==> src/rtl/core/assert_macros.svh <==
// Assertion helpers for the RTL file that checks itself.
`ifndef ASSERT_MACROS_SVH
`define ASSERT_MACROS_SVH

// Check a property on every rising edge of clk once reset is released.
`define WOPA_CHK(lbl, prop, msg) \
  lbl: assert property (@(posedge clk) disable iff (!rst_n) prop) else $error(msg);

// Check a property on every rising edge of clk, reset included.
`define WOPA_CHK_ALWAYS(lbl, prop, msg) \
  lbl: assert property (@(posedge clk) prop) else $error(msg);

`endif

==> src/rtl/core/wopa_div.sv <==
module wopa_div #(
  parameter int NUM_W = 128,
  parameter int DEN_W = 64
) (
  input  logic             clk,
  input  logic             rst_n,
  input  logic             start,
  input  logic [NUM_W-1:0] num,
  input  logic [DEN_W-1:0] den,
  output logic             done,
  output logic [NUM_W-1:0] quo
);

  localparam int CW = $clog2(NUM_W + 1);

  logic [NUM_W-1:0] num_r, num_nxt;
  logic [DEN_W-1:0] den_r, den_nxt;
  logic [DEN_W:0]   rem_r, rem_nxt;
  logic [CW-1:0]    cnt_r, cnt_nxt;
  logic             run_r, run_nxt;
  logic             done_r, done_nxt;
  logic [DEN_W:0]   rem_sh;
  logic [DEN_W:0]   rem_sub;

  // Restoring division, one quotient bit a cycle; quotient shifts into num_r
  always_comb begin
    rem_sh   = {rem_r[DEN_W-1:0], num_r[NUM_W-1]};
    rem_sub  = rem_sh - {1'b0, den_r};
    num_nxt  = num_r;
    den_nxt  = den_r;
    rem_nxt  = rem_r;
    cnt_nxt  = cnt_r;
    run_nxt  = run_r;
    done_nxt = 1'b0;
    if (start) begin
      num_nxt = num;
      den_nxt = den;
      rem_nxt = '0;
      cnt_nxt = CW'(NUM_W);
      run_nxt = 1'b1;
    end else if (run_r) begin
      if (rem_sh >= {1'b0, den_r}) begin
        rem_nxt = rem_sub;
        num_nxt = {num_r[NUM_W-2:0], 1'b1};
      end else begin
        rem_nxt = rem_sh;
        num_nxt = {num_r[NUM_W-2:0], 1'b0};
      end
      cnt_nxt = cnt_r - CW'(1);
      if (cnt_r == CW'(1)) begin
        run_nxt  = 1'b0;
        done_nxt = 1'b1;
      end
    end
  end

  always_ff @(posedge clk) begin
    if (!rst_n) begin
      run_r  <= 1'b0;
      done_r <= 1'b0;
      cnt_r  <= '0;
    end else begin
      run_r  <= run_nxt;
      done_r <= done_nxt;
      cnt_r  <= cnt_nxt;
    end
    num_r <= num_nxt;
    den_r <= den_nxt;
    rem_r <= rem_nxt;
  end

  assign done = done_r;
  assign quo  = num_r;

endmodule

==> config.mk <==
export PLATFORM = sky130hd
export DESIGN_NAME = wopa_div
export DESIGN_NICKNAME = d
export VERILOG_FILES = /design/src/rtl/core/assert_macros.svh /design/src/rtl/core/wopa_div.sv
export SDC_FILE = /design/constraint.sdc
export NUM_CORES = 1
export LEC_CHECK = 0
export BUFFER_PORTS_ARGS = -buffer_cell sky130_fd_sc_hd__buf_2
export CAP_MARGIN = 20
export CORE_MARGIN = 2
export CORE_UTILIZATION = 50
export CTS_CLUSTER_DIAMETER = 120
export CTS_CLUSTER_SIZE = 40
export DETAILED_ROUTE_END_ITERATION = 6
export PLACE_DENSITY = 0.77
export RECOVER_POWER = 100
export SKIP_LAST_GASP = 1
export SLEW_MARGIN = 20
export SYNTH_ARGS = -nofsm -noshare
export SYNTH_HDL_FRONTEND = slang
export SYNTH_SLANG_ARGS = --single-unit
==> constraint.sdc <==
create_clock -name clk -period 4.53 [get_ports clk]
set_input_delay 0.906 -clock clk [delete_from_list [all_inputs] [get_ports clk]]
set_output_delay 0.906 -clock clk [all_outputs]
set_load 0.1 [all_outputs]
### Word-level counts from Yosys, hierarchy flattened

Cells that the tools add are included.
W data, S select, Z words.

* word-level logic and storage cells: 26
* bits of input ports: 195
* bits in registers: 266
* output and inout port bits: 129

* muxes and demuxes: 10
* add/subtract/negate cells: 2
* equal/unequal tests: 1
* reduce and logical (&&, ||, !) cells: 3
* $lt $le $gt $ge: 1
* bitwise gates (word level): 2

Operators by type and width (count)
* $mux W128: 2
* $ge A65 B64 Y1: 1
* $mux W64: 1
* $sub A64 B64 Y64: 1
* $mux W8: 2
* $eq A8 B1 Y1 const B: 1
* $sub A8 B1 Y8 const B: 1
* $mux W1: 5
* $reduce_or A3 Y1: 1
* $not A1 Y1: 2
* $reduce_bool A2 Y1: 1
* $reduce_or A2 Y1: 1

### Logic depth before layout (Yosys ltp)

* depth in word-level cells: 4
* depth in mapped cells: 15
* depth with buffers taken out: 13

### Least setup slack after synthesis

OpenSTA, ideal clock, no wires.

* path type: input-to-reg
* start point: input port start
* end point: register num_r[0] (netlist: quo[0]) (enable)
* library setup time: 0.492 ns
* buffers on the path: 0
* data arrival time: 3.798 ns
* stages on the path: 2
* setup slack: 0.240 ns
* required time: 4.038 ns
* path through: clkinv_1 > nand2_1

* longest elaborated chain between the ends: 1

Ends and longest elaborated chain
* start, declared: RTL line wopa_div.sv:7 `input logic start,`
* $reduce_bool A2 Y1 (no line)
* end signal, assigned: RTL line wopa_div.sv:67 `num_r <= num_nxt;`
* end, declared: RTL line wopa_div.sv:16 `logic [NUM_W-1:0] num_r, num_nxt;`

Every way passes these cells.
A chain may end at the register's enable or synchronous reset.

### Worst setup path after layout

* start point: register den_r[18]
* end point: register rem_r[52]

* longest elaborated chain between the ends: 2

Ends and longest elaborated chain
* start, declared: RTL line wopa_div.sv:17 `logic [DEN_W-1:0] den_r, den_nxt;`
* start signal, assigned: RTL line wopa_div.sv:68 `den_r <= den_nxt;`
* $sub A64 B64 Y64 or $ge A65 B64 Y1 (tied branches): RTL line wopa_div.sv:28, wopa_div.sv:42
* $mux W64 *: RTL line wopa_div.sv:42 `if (rem_sh >= {1'b0, den_r}) begin`
* end signal, assigned: RTL line wopa_div.sv:69 `rem_r <= rem_nxt;`
* end, declared: RTL line wopa_div.sv:18 `logic [DEN_W:0] rem_r, rem_nxt;`

Mark *: on every way between the ends. The rest lies on a longest branch, timed or not.

==> flow_summary.toml <==
[logic_synthesis]
ys_warn_count = 0
postSynthCellCount = 1393
async_reset_ff_frac = 0
ys_types = 65
synth_edf_count = 192
ys.flop_type = "edfxtp_1"
ys_seq_area_frac = 0.495
avgSynthCellArea_um2 = 10.5
synth_area_um2 = 14600
synthesis.nets = 1655
yosys_register_bits = 266

[outcome]
violations = "capacitance limit, slew limit"
status = "finished, violations left"

[setup_path]
setup.worst_path.class = "reg2reg"
crit_fanout = 30
reg2reg_depth = 13
cp-end-kind = "flop"
start_kind = "flop"
reg2reg_slack_ns = 0.59
r2r_start = "den_r[18]"
worst-endpoint-arrival_ns = 4.25
regToRegEndpoint = "rem_r[52]"
worstPathRequired_ns = 4.84

[global_routing]
grt_usage = 0.245
grt_max_degree = 169
met2_usage = 0.416
use_met3 = 0.0511
grt_use_met1 = 0.307
first_global_vias = 11400
grt_overflow_total = 0
grt.busiest_layer = "met2"
grt_pass1_wl_um = 60000
antenna_found_initial = 6

[timing]
worstMarginPinSlew_ns = 2.37
fmax_mhz = 254
skew_ns = 0.0552
slew_headroom = -0.578
hold_violations = 0
min_period_over_period = 0.869
layout_min_cycle_time_ns = 3.94
rsz0062_at_grt = "false"
setup_tns_ns = 0
slew_viol_final = 274
finalSetupViolations = 0

[route]
drc = 0
wl_um = 38500
ant_nets = 0
first_pass_iters = 5
wl_per_cell_um = 18.7
avgViaCountPerCell = 5.69
drt-initial-drc-count = 961
num_vias = 11700

[die]
initial_core_util = 0.508
fp.dieW_um = 175
fp-row-count = 62
dieArea_um2 = 30600
coreArea_um2 = 28800
pin_count = 324
die_height_um = 175

[clock_tree]
path_clk_slew_ns = 0.15
cts-root-buf = "clkbuf_16"
cts_tree = "yes"
cts_hold_buf = 0
htree_levels = 1
cts_resized = 0
cts_buffer_depth = 3
clkLatencyLatePin_ns = 0.52
post_cts_buffers = 0
cts.sinks = 266
cts_buffers = 11

[flow_run]
maxCapViolations = 3

[final_layout]
drive_gt1_frac = 0.214
multiInputGateArea_um2 = 6780
syn2layout_area_growth_pct = 14.3
n_fill_cell = 2582
fin_nets = 1931
stdcell_area_um2 = 16700
regArea_um2 = 7250
layout_common_cells = "192 x edfxtp_1, 192 x buf_2, 147 x nand2_1"

[worst_hold_path]
hp-start = "rem_r[12]"
min_to = "rem_r[13]"
worstHoldPathCells = 2
hold_path.class = "reg2reg"

[placement]
gp_congestion = 0.914
place_area_um2 = 16600
place_hpwl_um = 28700
port_buffers = 323

[power]
powerDensity_nw_per_um2 = 406
peakVddDrop_mv = 0.377
p_leak_nw = 6.67
cell families (layout without fill, tap and decap cells):
kind of cell,count (synthesis),in the layout,share of synthesized area
compound gates,343,343,0.154
xor+xnor,58,58,0.0347
buf+inv,154,434,0.0410
simple gates,370,370,0.114
other cells,0,1,0
mux,135,135,0.104
fa+ha+maj,67,67,0.0578
flops,266,266,0.495
critical path: stages (launching register included):
cell	delay (ns)
edfxtp_1	0.35
inv_1	0.04
ha_1	0.35
a21o_1	0.19
a311o_1	0.35
o21ai_0	0.19
nand2_1	0.07
or3b_1	0.45
o2111ai_1	0.28
and2_2	0.44
clkbuf_2	0.60
or3_1	0.20
mux2_2	0.14
a21oi_1	0.05
worst max-delay path by stage:
stage,from,end,cells after the start
6_report,den_r[18],rem_r[52],13
5_1_grt,den_r[18],rem_r[43],12
4_1_cts,den_r[3],rem_r[52],13
3_5_place_dp,den_r[3],rem_r[52],13
3_3_place_gp,den_r[4],rem_r[52],13
2_1_floorplan,start,quo[0],2
cells in the mapped netlist (all sizes together) (5+ instances only):
master,count,area share
nor3,21,0.0072
nand4,21,0.0090
inv,82,0.021
nand3,19,0.0065
o31ai,6,0.0031
nand2,148,0.038
o21bai,16,0.0090
nand2b,6,0.0026
ha,66,0.056
a2111oi,5,0.0047
o211ai,9,0.0046
nor2,104,0.027
a311oi,30,0.018
xor2,17,0.010
a31oi,10,0.0056
edfxtp,192,0.39
buf,20,0.0066
and2,6,0.0026
xnor2,41,0.025
a211oi,29,0.015
o21ai,56,0.019
o221ai,5,0.0030
or3,8,0.0034
a21oi,121,0.041
o21a,7,0.0036
mux2,131,0.10
nor2b,8,0.0034
dfxtp,74,0.10
clkbuf,51,0.013
a21o,26,0.013
and3,11,0.0047
final cells by class:
type,count,area share
inverters,83,0.0186
repair buffers,334,0.0924
flip-flops and latches,266,0.433
multi-input cells,973,0.405
clock inverters,4,0.00434
clock buffers,13,0.0169
well taps,384,0.0287
diodes,1,0.000150
per-stage QoR:
step | power [mW] | worst slack (ns) | hold WS (ns) | cells | utilization
3_3_place_gp | 5.52 | 1.08 | 0.465 | 2040 | 0.576
4_1_cts | 6.85 | 0.954 | 0.493 | 2057 | 0.589
5_1_grt | 7.09 | 0.332 | 0.509 | 2058 | 0.581
3_5_place_dp | 5.55 | 1.02 | 0.477 | 2040 | 0.576
2_1_floorplan | 5.02 | 0.240 | 0.456 | 1393 | -
6_report | 6.79 | 0.594 | 0.487 | 2058 | 0.581
registers in the layout, summed over array words and instances (netlist names):
signal,flops
done,1
cnt_r,8
quo,128
run_r,1
rem_r,64
den_r,64
routing by layer:
layer	routed length, um	part of all wire	up-vias
li1	-	-	5661
met3	2570	0.067	80
met5	71	0.0018	-
met4	1430	0.037	10
met2	18800	0.49	400
met1	15600	0.41	5568
report_power, final:
| part | total [mW] | switching, mW | internal (mW) |
|---|---|---|---|
| registers | 3.03 | 0.147 | 2.89 |
| logic | 2.46 | 1.82 | 0.641 |
| clock network | 1.30 | 0.793 | 0.508 |
(Power assumes the default switching activity.)
