===== src/rtl/core/assert_macros.svh =====
// Assertion helpers for the RTL file that checks itself.
`ifndef ASSERT_MACROS_SVH
`define ASSERT_MACROS_SVH

// Check a property on every rising edge of clk once reset is released.
`define WOPA_CHK(lbl, prop, msg) \
  lbl: assert property (@(posedge clk) disable iff (!rst_n) prop) else $error(msg);

// Check a property on every rising edge of clk, reset included.
`define WOPA_CHK_ALWAYS(lbl, prop, msg) \
  lbl: assert property (@(posedge clk) prop) else $error(msg);

`endif


===== src/rtl/core/wopa_ram.sv =====
module wopa_ram #(
  parameter int WIDTH = 64,
  parameter int DEPTH = 8
) (
  input  logic                                  clk,
  input  logic                                  we,
  input  logic [((DEPTH > 1) ? $clog2(DEPTH) : 1)-1:0] waddr,
  input  logic [WIDTH-1:0]                      wdata,
  input  logic [((DEPTH > 1) ? $clog2(DEPTH) : 1)-1:0] raddr,
  output logic [WIDTH-1:0]                      rdata
);

  logic [WIDTH-1:0] mem [DEPTH];

  always_ff @(posedge clk) begin
    if (we) begin
      mem[waddr] <= wdata;
    end
    rdata <= mem[raddr];
  end

endmodule


===== config.mk =====
export PLATFORM = sky130hd
export DESIGN_NAME = wopa_ram
export DESIGN_NICKNAME = d
export VERILOG_FILES = /design/src/rtl/core/assert_macros.svh /design/src/rtl/core/wopa_ram.sv
export SDC_FILE = /design/constraint.sdc
export NUM_CORES = 1
export LEC_CHECK = 0
export BUFFER_PORTS_ARGS = -buffer_cell sky130_fd_sc_hd__buf_2
export CORE_MARGIN = 2
export CORE_UTILIZATION = 55
export CTS_BUF_LIST = sky130_fd_sc_hd__clkbuf_8
export DETAILED_ROUTE_END_ITERATION = 8
export PLACE_DENSITY_LB_ADDON = 0.3
export SLEW_MARGIN = 30
export SYNTH_ARGS = -nofsm -noshare
export SYNTH_HDL_FRONTEND = slang
export SYNTH_SLANG_ARGS = --single-unit

===== constraint.sdc =====
create_clock -name clk -period 7.51 [get_ports clk]
set_clock_uncertainty 0.15 [all_clocks]
set_input_delay 1.502 -clock clk [delete_from_list [all_inputs] [get_ports clk]]
set_output_delay 1.502 -clock clk [all_outputs]
set_load 0.02 [all_outputs]

# Word level (Yosys, flattened, before mapping)

Memories as Yosys holds them, arrays and structs flattened. A register that Yosys moved wholly into a read port is not among the register bits.
Index checks and enable logic that the tools add are counted.

Bits in registers: 0
Output and inout port bits: 64
Input bits: 72
Memories kept: 1
RAM bits: 512

Mux-type cells: 2

Memories:

| memory | words | bits a word | read ports | clocked after memory_dff | wr ports | RTL line       | RTL |
|---|---|---|---|---|---|---|---|
| mem    | 8     | 64          | 1          | 1                        | 1        | wopa_ram.sv:13 | `logic [WIDTH-1:0] mem [DEPTH];` |

Operator list:

| operator         | count |
|---|---|
| 1-bit 2-to-1 mux | 2 |

# Longest topological paths before layout

Gate-level depths: netlist of the first run.

Word-level depth: 2
Depth in mapped cells: 4
Depth with buffers taken out: 2

# Worst setup path after synthesis of the first run

OpenSTA, ideal clock, no wires.

Kind: input-to-reg
From: input port waddr[2] (netlist bit)
To: memory mem[0][0], enable pin
Setup slack: 0.762 ns
Data required time: 6.795 ns
Arrival time: 6.032 ns
Stages: 2
Path through: nand2b_1 -> nor3_1

RTL lines:

| item            | RTL line       | RTL |
|---|---|---|
| start, declared | wopa_ram.sv:7  | `input logic [((DEPTH > 1) ? $clog2(DEPTH) : 1)-1:0] waddr,` |
| end, declared   | wopa_ram.sv:13 |  |

Straight into the memory's write port.

==> results summary, run 1 <==
The total iterations of the first detailed-routing run is 5. The die is 197 um wide. After detailed routing, the met3 layer carries 1920 um of wire.

In this run the clock root is driven by a sky130_fd_sc_hd__clkbuf_8. Counting the fill cells in the layout gives 2374. Data on the critical path arrives at its endpoint at approximately 3.8 ns. Buffers inserted to repair hold after CTS numbered 0.

The floorplan core area is 0.0367 mm^2. Together, buffers and inverters on the worst path number 3. The total via count in the routed design came out at 8832. The total negative setup slack is 0 ns. Once placement completed, the tool counted placed cells totaling 1401. The area of all sequential standard cells came out at 0.0167 mm^2. After clock tree synthesis, the clock-pin slew on the worst setup and hold paths is 0.06 ns. The power density of the placed cells came out at 275 mW/mm^2. Post-CTS timing repair inserted 0 buffers for setup. The buffer depth of the longest clock path came out at 3.

The final clock period utilization by the worst path is 45.3%. Summed over all nets, the half-perimeter wirelength after detailed placement is 19000 um. The leading area contributor after synthesis is sky130_fd_sc_hd__edfxtp_1. The count of unresolved DRC violations after routing came out at 0.

The synthesis warning total came out at 0. The actual slew at the worst max-slew pin came out at 0.866 ns. The run finished with clean final reports. The area added between synthesis and finish came out at 15.1%.

Traced cell by cell, the critical path runs through clkbuf_8, buf_16, buf_4, mux4_2, mux2_2. The clock latency on the worst-skew pair is roughly 0.62 ns. The cell leakage power came out at 7.97 nW. The number of nets at the end of the flow came out at 1096. The top cell type by area accounts for about three quarters of the synthesized area.

The kind of cell with the highest combined delay along the critical path is buffers and inverters. The first global-routing pass estimated between 50000 and 60000 um of wire. The area of all placed cells without fillers is 0.0236 mm^2. The die is a little under 200 um tall. The highest-delay cell along the critical path is sky130_fd_sc_hd__buf_4. The setup path with the least slack is of type primary input to flop.

Synthesis produced a netlist with a net count of 888. The number of instances resized during post-cts repair came out at 0. TritonCTS built the clock tree. The die covers between 0.03 and 0.04 mm^2. CTS saw 576 sinks. The data required time at the worst endpoint came out at 7.87 ns. By area the synthesized netlist is led by sky130_fd_sc_hd__edfxtp_1 75%, sky130_fd_sc_hd__mux4_2 14%, sky130_fd_sc_hd__dfxtp_1 6.2%. The peak clock frequency supported by timing came out at 294 MHz. The power consumption is 6.51 mW. In this run the tool buffered the top-level ports with 135 buffer cells.

Synthesis instantiated 13 different standard cells from the library. The total I/O pin count is 136. The count of endpoints failing hold in the final timing report came out at 0. Averaged over all synthesized cells, the footprint is 25.2 um^2.

Global routing consumed, over all layers together, 19.5% of the routing resources. In this design, the stage delay of the slowest critical-path cell is 0.64 ns. STA classifies the critical path startpoint as a primary input. The final instance count without filler cells is 1568.

Setup violations remaining at the end of the flow were counted as 0. The worst path in the final design needs a cycle of approximately 3.4 ns, including I/O delays and setup. For this configuration, the core starts out at a cell density of a little under three fifths.

The total count of max-transition violations in the final report was 0. Setup repair after global routing left no endpoint under its margin. The number of antenna-violating nets in the routed design is 0. The number of cells produced by synthesis came out at between 800 and 900. The standard-cell row count is 70. The routability congestion estimate is between 0.6 and 0.7. The met1 wire length is 14900 um.

The highest layer touched by signal routing is met5. The number of global-route vias before repair is between 9000 and 10000. After detailed routing, the met2 layer carries ~19000 um of wire. The initial antenna violation count is 6.

The largest net degree at the start of global routing came out at slightly above 80. The worst setup path is captured at a flop. Across the VDD grid, the largest voltage drop is 0.000144 V.

The proportion of synthesized chip area in sequential cells is 81.1%. In the final layout, the multi-input gates occupy 0.00372 mm^2. The global route total overflow is 0. The CTS H-tree depth came out at 3. The total wire length came out at 36700 um. The number of clock buffers added by TritonCTS is 88. The cell area reported after detailed placement is approximately 0.022 mm^2. After detailed routing, the number of vias per cell comes to 5.63. The flop and latch count out of synthesis came out at 576. The synthesized cell area came out at a little over 0.02 mm^2. Headroom to the max-slew limit came out at between 40% and 50%. The share of cells above drive strength 1 is 43.2%. The initial DRC count came out at 542. The worst-path maximum fanout is 50.

The path class of the tightest hold or removal check is flop to flop. Across the run, the number of max-cap violations was 0. The per-cell routed wire length came out at 23.4 um.
## registers in the layout (all words and copies together), names as in the netlist
signal	cells
mem	512
rdata	64
## metal layers
layer / global-route usage, % / up-vias
met2: 33.1 / 218
met3: 5.00 / 63
met5: 0 / -
li1: - / 3884
met1: 25.0 / 4661
met4: 6.29 / 6
## kinds of logic (layout without fill, tap and decap cells)
| family | after synthesis | count (layout) | share of synthesized area, % |
|---|---|---|---|
| flip-flops | 576 | 576 | 81.1 |
| multiplexers | 192 | 192 | 17.5 |
| buffers and inverters | 35 | 316 | 1.11 |
| AND/OR/NAND/NOR | 13 | 13 | 0.286 |
| other | 0 | 3 | 0 |
## Yosys cell counts, drive strengths merged
library cell and number:
edfxtp 512, mux4 128, dfxtp 64, mux2 64, buf 26, clkbuf 9, nor2 6, nand2b 3
nand2 2, nor3 2
## worst reg2reg max path: cells and delay by family (launching register included)
family | cells | cell delay [ns]
mux | 2 | 0.79
flops | 1 | 0.38
## power breakdown
| part | switching, mW | internal, mW |
|---|---|---|
| combinational | 0.207 | 0.164 |
| clock | 1.12 | 1.36 |
| sequential | 0.0342 | 3.62 |
## area by class of cell
class | count | share of cell area, %
multi-input cells | 205 | 15.7
clock inverters | 56 | 1.21
diodes | 3 | 0.0317
flip-flops and latches | 576 | 70.4
repair buffers | 153 | 3.89
clock buffers | 107 | 6.23
well taps | 468 | 2.48
## per-stage QoR
step | setup slack (ns) | util, % | hold WS, ns
finish | 4.11 | 64.4 | 0.529
global route | 3.95 | 64.4 | 0.542
CTS | 3.99 | 64.3 | 0.530
detailed placement | 3.31 | 59.5 | 0.519
global placement | 3.38 | 59.3 | 0.512
floorplan | 0.762 | - | 0.507
## cell usage in the layout (no fill, tap or decap)
master	instances
sky130_fd_sc_hd__diode_2	3
sky130_fd_sc_hd__inv_1	32
sky130_fd_sc_hd__buf_2	132
sky130_fd_sc_hd__clkbuf_8	108
sky130_fd_sc_hd__buf_16	4
sky130_fd_sc_hd__buf_4	12
sky130_fd_sc_hd__nor3_2	2
sky130_fd_sc_hd__bufinv_16	2
sky130_fd_sc_hd__mux4_2	128
sky130_fd_sc_hd__nand2b_1	3
sky130_fd_sc_hd__edfxtp_1	512
sky130_fd_sc_hd__clkinv_1	10
sky130_fd_sc_hd__nand2_1	2
sky130_fd_sc_hd__clkinv_4	1
sky130_fd_sc_hd__nor2_4	6
sky130_fd_sc_hd__clkinvlp_4	2
sky130_fd_sc_hd__clkinv_2	9
sky130_fd_sc_hd__dfxtp_1	64
sky130_fd_sc_hd__mux2_2	64
sky130_fd_sc_hd__buf_6	4
## path summary, 6_finish.rpt
kind | from | endpoint | slack (ns) | cells after the start
setup / recovery | raddr[0] | rdata[52]$_DFF_P_ | 4.11 | 5
hold / removal | mem[4][26]$_DFFE_PP_ | rdata[26]$_DFF_P_ | 0.53 | 2
setup reg to reg | mem[7][1]$_DFFE_PP_ | rdata[1]$_DFF_P_ | 6.08 | 2
hold reg to reg | mem[4][26]$_DFFE_PP_ | rdata[26]$_DFF_P_ | 0.53 | 2
No activity file was read; power rests on OpenSTA's default activity.
==> run 2: changes to the inputs <==
==> constraint.sdc (replaced) <==
create_clock -name clk -period 2.9 [get_ports clk]
set_clock_uncertainty 0.15 [all_clocks]
set_input_delay 0.58 -clock clk [delete_from_list [all_inputs] [get_ports clk]]
set_output_delay 0.58 -clock clk [all_outputs]
set_load 0.02 [all_outputs]
==> run 2 against run 1 <==
Compared with the run above:
- combinational power grew to 2.6 times the previous value
- register-to-register slack got worse by 4.6 ns
- non-clock buffer count increased by 7
- die area did not move
- first-iteration DRC count down 5.7%
- hold slack got worse by 0.44 ns
- final cell count barely moved
- global-route usage is essentially flat
- sequential power increased to 2.6 times the previous value
- highest routed layer unchanged
==> results summary, run 2 (same netlist as run 1, synthesis figures left out) <==
The global route total overflow came out at 0. The die boundary width is approximately 200 um. The data required time at the worst endpoint came out at 2.17 ns. The detailed router used layers up to and including met5. The number of clock buffers added by TritonCTS is 86.

Dividing the detail-routed via count by the number of cells gives 5.62. The wire length of the first global-routing pass came out at 55400 um. In this run switching power makes up 20.8% of total power.

The total I/O pin count came out at 136. The die height is approximately 200 um. The arrival time of the worst setup path came out at 1.17 ns. The most common cell after layout, fill and taps aside is sky130_fd_sc_hd__edfxtp_1.

The floorplan has 70 rows. At the end of the flow, the number of nets in the layout was approximately 1100. The number of setup buffers added after CTS is 0. The count of endpoints failing hold in the final timing report came out at 0. The tightest min-delay check is of the primary input to flop type.

The clock network accounts for a little under two fifths of the total power. The class of the most critical setup path is flop to output pin. The number of instances resized during post-cts repair came out at 0. The worst slew margin relative to its limit is about two thirds. The worst register-to-register path ends at rdata[22]$_DFF_P_. After clock tree synthesis, the clock-pin slew on the worst setup and hold paths is about 0.06 ns. The startpoint identified for the worst hold timing path is wdata[58]. TritonCTS built the clock tree. In the final timing run, aggregate negative setup slack is 0 ns. mem holds more flip-flops than any other register.

The part of the power in registers is 56.4%. The net switching power came out at 3.50 mW. The per-cell routed wire length is 23.1 um. The number of global-route vias before repair came out at between 9000 and 10000.

The floorplan step defined a core boundary enclosing 0.0367 mm^2. The library cells used most frequently in the layout, excluding fill and tap cells, are 512 x sky130_fd_sc_hd__edfxtp_1, 132 x sky130_fd_sc_hd__buf_2, 128 x sky130_fd_sc_hd__mux4_2. The worst setup slack for register-to-register paths is 1.49 ns.

The worst setup path startpoint is rdata[63]$_DFF_P_. The length of routed met3 wiring is roughly 1800 um. The overall fraction of global-route tracks in use is between 10% and 20%. The power consumption is 16.8 mW. The total via count in the routed design came out at 8811. The clock period minus final worst setup slack came out at 1.90 ns.

Setup repair after global routing left no endpoint under its margin. The critical path's top delay family is flip-flops. The buffer depth of the longest clock path came out at 3. In this run the critical register-to-register path is launched from mem[7][22]$_DFFE_PP_.

Setup violations remaining at the end of the flow were counted as 0. The logic depth of the worst register-to-register path is 2. The largest registers in the layout are mem x512, rdata x64.

The power density of the placed cells is 706 mW/mm^2. The met2 routed wirelength came out at between 15000 and 20000 um. The clock sink count is 576. The total iterations of the first detailed-routing run is 5. Combinational logic is responsible for under 10% of the overall power. The area growth from synthesis to layout is 15.7%. The number of flip-flops under the largest register name came out at 512. The detailed router put a total of 15600 um of wire on met1. The initial antenna violation count was 6. At the pin with the least slew margin, the transition time is 0.519 ns. The total wire length is around 36000 um. The largest net degree at the start of global routing is 65. For this configuration, the core starts out at a cell density of 56.0%. The initial DRC count came out at 511.

The peak clock frequency supported by timing came out at 525 MHz. In the routed design, unresolved DRC markers number 0. Along the worst hold path, the cell count comes to 1.

The flow ran to the end, and the final reports show no timing, DRC or antenna violations. The total count of max-transition violations in the final report is 0. In this run the static leakage power is 8.01 nW. The number of port buffers is between 100 and 150. The detailed-placement wirelength estimate is around 19000 um. The kind of capture point of the worst setup path is an output pin. Of all nets on the critical path, the largest fanout is 1.

In this run, post-CTS hold repair placed 0 buffers. The path with the worst hold slack has its endpoint at mem[7][58]$_DFFE_PP_. The die area came out at 0.0389 mm^2. The delay of the slowest critical-path stage came out at 0.38 ns. The later pin in the worst-skew pair is clocked with a latency of 0.61 ns. The sum of buffers and inverters on the critical path came out at 1. The total of max-cap violations is 0. The post-route netlist has 43.5% of its cells at a drive strength greater than 1. The internal portion of total power is 13.3 mW. The highest-delay cell along the critical path is sky130_fd_sc_hd__dfxtp_1. The final clock period utilization by the worst path came out at around 66%. The worst setup path is launched from a flop. The routability congestion estimate is 0.677. The worst ir drop on vdd came out at 0.000448 V. The CTS H-tree depth came out at 3. The number of antenna-violating nets in the routed design is 0. The critical path goes through buf_2. The cell sitting at the root of the clock tree is a sky130_fd_sc_hd__clkbuf_8.
-- run 2: changes by cell type in the layout (fill, tap and decap cells not counted), moves of 2 or more --
cell	before	now
sky130_fd_sc_hd__clkbuf_8	108	100
sky130_fd_sc_hd__clkinv_2	9	13
sky130_fd_sc_hd__buf_16	4	0
sky130_fd_sc_hd__inv_1	32	30
sky130_fd_sc_hd__bufinv_16	2	4
sky130_fd_sc_hd__nor3_2	2	0
sky130_fd_sc_hd__buf_6	4	1
sky130_fd_sc_hd__buf_12	0	16
sky130_fd_sc_hd__buf_4	12	10
sky130_fd_sc_hd__nor3_4	0	2
-- run 2: power by group through the flow --
stage	combinational, mW	sequential (mW)	clock [mW]
after global placement	0.987	9.63	0
after global routing	1.06	9.49	6.86
after CTS	1.01	9.47	6.53
after detailed placement	1.01	9.64	0
after floorplan	0.495	9.74	0
final	0.983	9.47	6.34
-- run 2: worst max-delay path by stage --
| stage | slack, ns | cells after the start | endpoint |
|---|---|---|---|
| 3_3_place_gp | 0.54 | 4 | rdata[44]$_DFF_P_ |
| 3_5_place_dp | 0.51 | 4 | rdata[51]$_DFF_P_ |
| 5_1_grt | 0.94 | 1 | rdata[63] |
| 2_1_floorplan | -0.10 | 2 | mem[1][0]$_DFFE_PP_ |
| 4_1_cts | 0.95 | 1 | rdata[63] |
| 6_report | 1.0 | 1 | rdata[63] |
-- run 2: area by class of cell --
cell class	instances	area, um^2
flip-flops and latches	576	16700
fillers	2395	12900
multi-input cells	205	3740
clock buffers	99	1360
repair buffers	160	1080
well taps	468	586
clock inverters	58	343
diodes	3	7.51
-- run 2: per-stage QoR --
| step | worst slack [ns] | hold slack [ns] | cells | utilization (%) | instance area (um^2) |
|---|---|---|---|---|---|
| 6_report | 0.996 | 0.0856 | 1569 | 64.8 | 23800 |
| 5_1_grt | 0.940 | 0.0667 | 1567 | 64.8 | 23800 |
| 4_1_cts | 0.946 | 0.0268 | 1566 | 64.8 | 23800 |
| 3_5_place_dp | 0.514 | 0.520 | 1409 | 60.1 | 22100 |
| 3_3_place_gp | 0.542 | 0.513 | 1409 | 60.1 | 22100 |
| 2_1_floorplan | -0.105 | 0.507 | 816 | - | 20600 |
-- run 2: routing by layer --
metal	track usage, %	vias to the layer above
li1	-	3903
met1	26.7	4623
met2	31.5	214
met3	4.30	63
met4	7.16	8
met5	0	-
==> run 3: changes to the inputs <==
==> constraint.sdc (replaced) <==
create_clock -name clk -period 1.7 [get_ports clk]
set_clock_uncertainty 0.15 [all_clocks]
set_input_delay 0.34 -clock clk [delete_from_list [all_inputs] [get_ports clk]]
set_output_delay 0.34 -clock clk [all_outputs]
set_load 0.02 [all_outputs]
==> run 3 against run 2 <==
Compared with the run above:
- routed wire length is 9.2% higher
- final cell count is 7.2% higher
- global-route usage is 1.5 points higher
- register-to-register slack worse by 1.2 ns
- sequential power is 71% higher
- combinational power is 100% higher
- power is 73% higher
- non-clock buffer count is 114 higher
- clock power is 74% higher
- via count is 7.5% higher
- flip-flop and latch count stayed put
- sequential share of layout area is 4.0 points lower
==> results summary, run 3 (same netlist as run 1, synthesis figures left out) <==
The flow ran to the end, and the final reports show no timing, DRC or antenna violations. Entering global routing, the biggest net connects 32 pins. After floorplanning, the core was sized to cover 0.0367 mm^2. The global routing stage identified its most utilized layer as met2. Broken down by cell family, the worst path's largest delay share belongs to flip-flops.

The count of endpoints failing hold in the final timing report came out at 0. The CTS H-tree depth came out at 3. The number of nets at the end of the flow is about 1200. At the worst endpoint, the arrival time is 1.16 ns. The largest registers in the layout are mem x512, rdata x64.

mem holds more flip-flops than any other register. After detailed placement, the total cell area comes to 0.0228 mm^2. STA classifies the critical path startpoint as a flop. The library cell used most frequently in the layout, excluding fill and tap cells, is sky130_fd_sc_hd__edfxtp_1. The worst hold slack is 0.176 ns. The count of unresolved DRC violations after routing is 0. The starting density of the core came out at 56.0%. Counting I/O delays and the setup requirement, the final critical path takes 1.65 ns. The met1 demand-to-capacity share in global routing is between 20% and 30%. The sum of buffers and inverters on the critical path came out at 1.

For this block, the routed nets add up to 39600 um of wire. Port buffering added 135 buffers. The final design utilization is between 60% and 70%.

The total iterations of the first detailed-routing run is 5. Of all nets on the critical path, the largest fanout is 1. The setup path with the least slack is of type flop to output pin. The area of all placed cells without fillers is 0.0252 mm^2.

At the end of routability-driven placement, the weighted congestion stood at around 0.69. The total via count in the routed design came out at 9471. After clock tree synthesis, the clock-pin slew on the worst setup and hold paths is 0.06 ns. The actual slew at the worst max-slew pin came out at between 0.3 and 0.4 ns. The number of flip-flops under the largest register name is around 510. The worst-case setup margin in the final layout came out at 0.0453 ns. The overall fraction of global-route tracks in use is 21.0%. The highest-delay cell along the critical path is sky130_fd_sc_hd__dfxtp_1. The path class of the lowest-slack min-delay path is primary input to flop.

The cell leakage power came out at 8.66 nW. The die boundary width is 197 um. The worst ir drop on vdd came out at 0.000914 V.

The total setup violations reported at the end of the flow is 0. Clock tree synthesis inserted a total of 88 buffers. Summed over all layers, the global routing overflow is 0. The die height is 197 um.

Setup repair after global routing left no endpoint under its margin. The detailed-placement wirelength estimate is 23800 um. The buffer depth of the longest clock path came out at 3.

The first routing iteration left 680 violations. The global-route track usage on met3 came out at 4.29%. TritonCTS built the clock tree. Dividing the detail-routed wire length by the instance count gives roughly 24 um.

The clock latency on the worst-skew pair came out at 0.61 ns. In the layout the commonest cells are 512 x sky130_fd_sc_hd__edfxtp_1, 128 x sky130_fd_sc_hd__mux4_2, 123 x sky130_fd_sc_hd__buf_2. The kind of capture point of the worst setup path is an output pin.

The met2 track demand over resource came out at 34.2%. The initial antenna violation count is 3. The final clock period utilization by the worst path is between 90 and 100%. For this design the top-level I/O count stands at about 140. The wire length of the first global-routing pass came out at 59700 um. The initialized floorplan defines 70 standard-cell rows.

The worst-case setup slack after placement came out at -0.274 ns. For this design, the sink count on the clock tree is 576. The data required time at the worst endpoint came out at around 1.2 ns.

Traced cell by cell, the critical path runs through buf_4. The largest single stage delay on the critical path is 0.39 ns. In this run the tightest slew margin relative to its limit is around three quarters.

Post-CTS timing repair inserted 0 buffers for setup. The peak clock frequency supported by timing is 604 MHz. The area added between synthesis and finish came out at 22.7%. The power density of the placed cells is between 1000 and 1500 mW/mm^2. Of the cells placed in the final design, the portion with a size suffix greater than 1 is 43.9%. The root buffer cell chosen for the clock tree is sky130_fd_sc_hd__clkbuf_8.

The number of global-route vias before repair is 10000. The die area is just under 0.04 mm^2. The number of antenna-violating nets in the routed design is 0. The tool flagged a number of max-cap violations equal to 0. The via density per instance came out at about 5.6. The total count of max-transition violations in the final report came out at 0.
run 3: cell types whose count changed in the layout (fill, tap and decap cells not counted), moves of 4 or more:
cell                            before  now
sky130_fd_sc_hd__buf_4              10   41
sky130_fd_sc_hd__dlygate4sd3_1       0   65
sky130_fd_sc_hd__buf_12             16   43
sky130_fd_sc_hd__dfxtp_1            64   60
sky130_fd_sc_hd__clkinv_2           13    9
sky130_fd_sc_hd__dfxtp_2             0    4
sky130_fd_sc_hd__buf_2             132  123
run 3: cell type report:
type | instances | area [um^2]
Sequential cell | 576 | 16700
Multi-Input combinational cell | 205 | 3780
Timing Repair Buffer | 274 | 2460
Clock inverter | 57 | 335
Antenna cell | 2 | 5.00
Tap cell | 468 | 586
Clock buffer | 100 | 1380
Fill cell | 2225 | 11500
run 3: power by group:
group	total (mW)	switching, mW	leakage, nW	internal (mW)
clock network	11.0	5.00	1.00	5.97
registers	16.2	0.168	5.19	16.0
logic	1.97	1.00	2.46	0.967
total	29.1	6.17	8.66	22.9
run 3: metrics by stage:
stage / std cells / total power, mW / setup TNS [ns]
floorplan: 816 / 17.5 / -233.18
CTS: 1680 / 29.4 / 0
finish: 1682 / 29.1 / 0
global placement: 1458 / 18.3 / -13.99
global route: 1681 / 30.2 / 0
detailed placement: 1458 / 18.3 / -15.19
run 3: timing repair:
action	CTS	global route
hold endpoints to repair	513	0
hold buffers	65	0
setup endpoints to repair	8	2
gates resized for setup	11	2
run 3: worst paths after layout:
check	startpoint	endpoint	slack, ns	cells after the start
worst min-delay path	raddr[2]	rdata[13]$_DFF_P_	0.18	3
worst max register to register	mem[4][14]$_DFFE_PP_	rdata[14]$_DFF_P_	0.26	2
worst max-delay path	rdata[51]$_DFF_P_	rdata[51]	0.05	1
worst min register to register	mem[6][52]$_DFFE_PP_	rdata[52]$_DFF_P_	0.52	2
run 3: per-layer routing:
layer | vias up | share of wire, %
li1 | 4129 | -
met1 | 4990 | 43
met2 | 282 | 50
met3 | 68 | 5.3
met4 | 2 | 1.8
met5 | - | 0.033
run 3: worst register-to-register path, delay by kind of cell (launching register included):
kind	cells	cell delay, ns
flip-flops	1	0.40
multiplexers	2	0.78
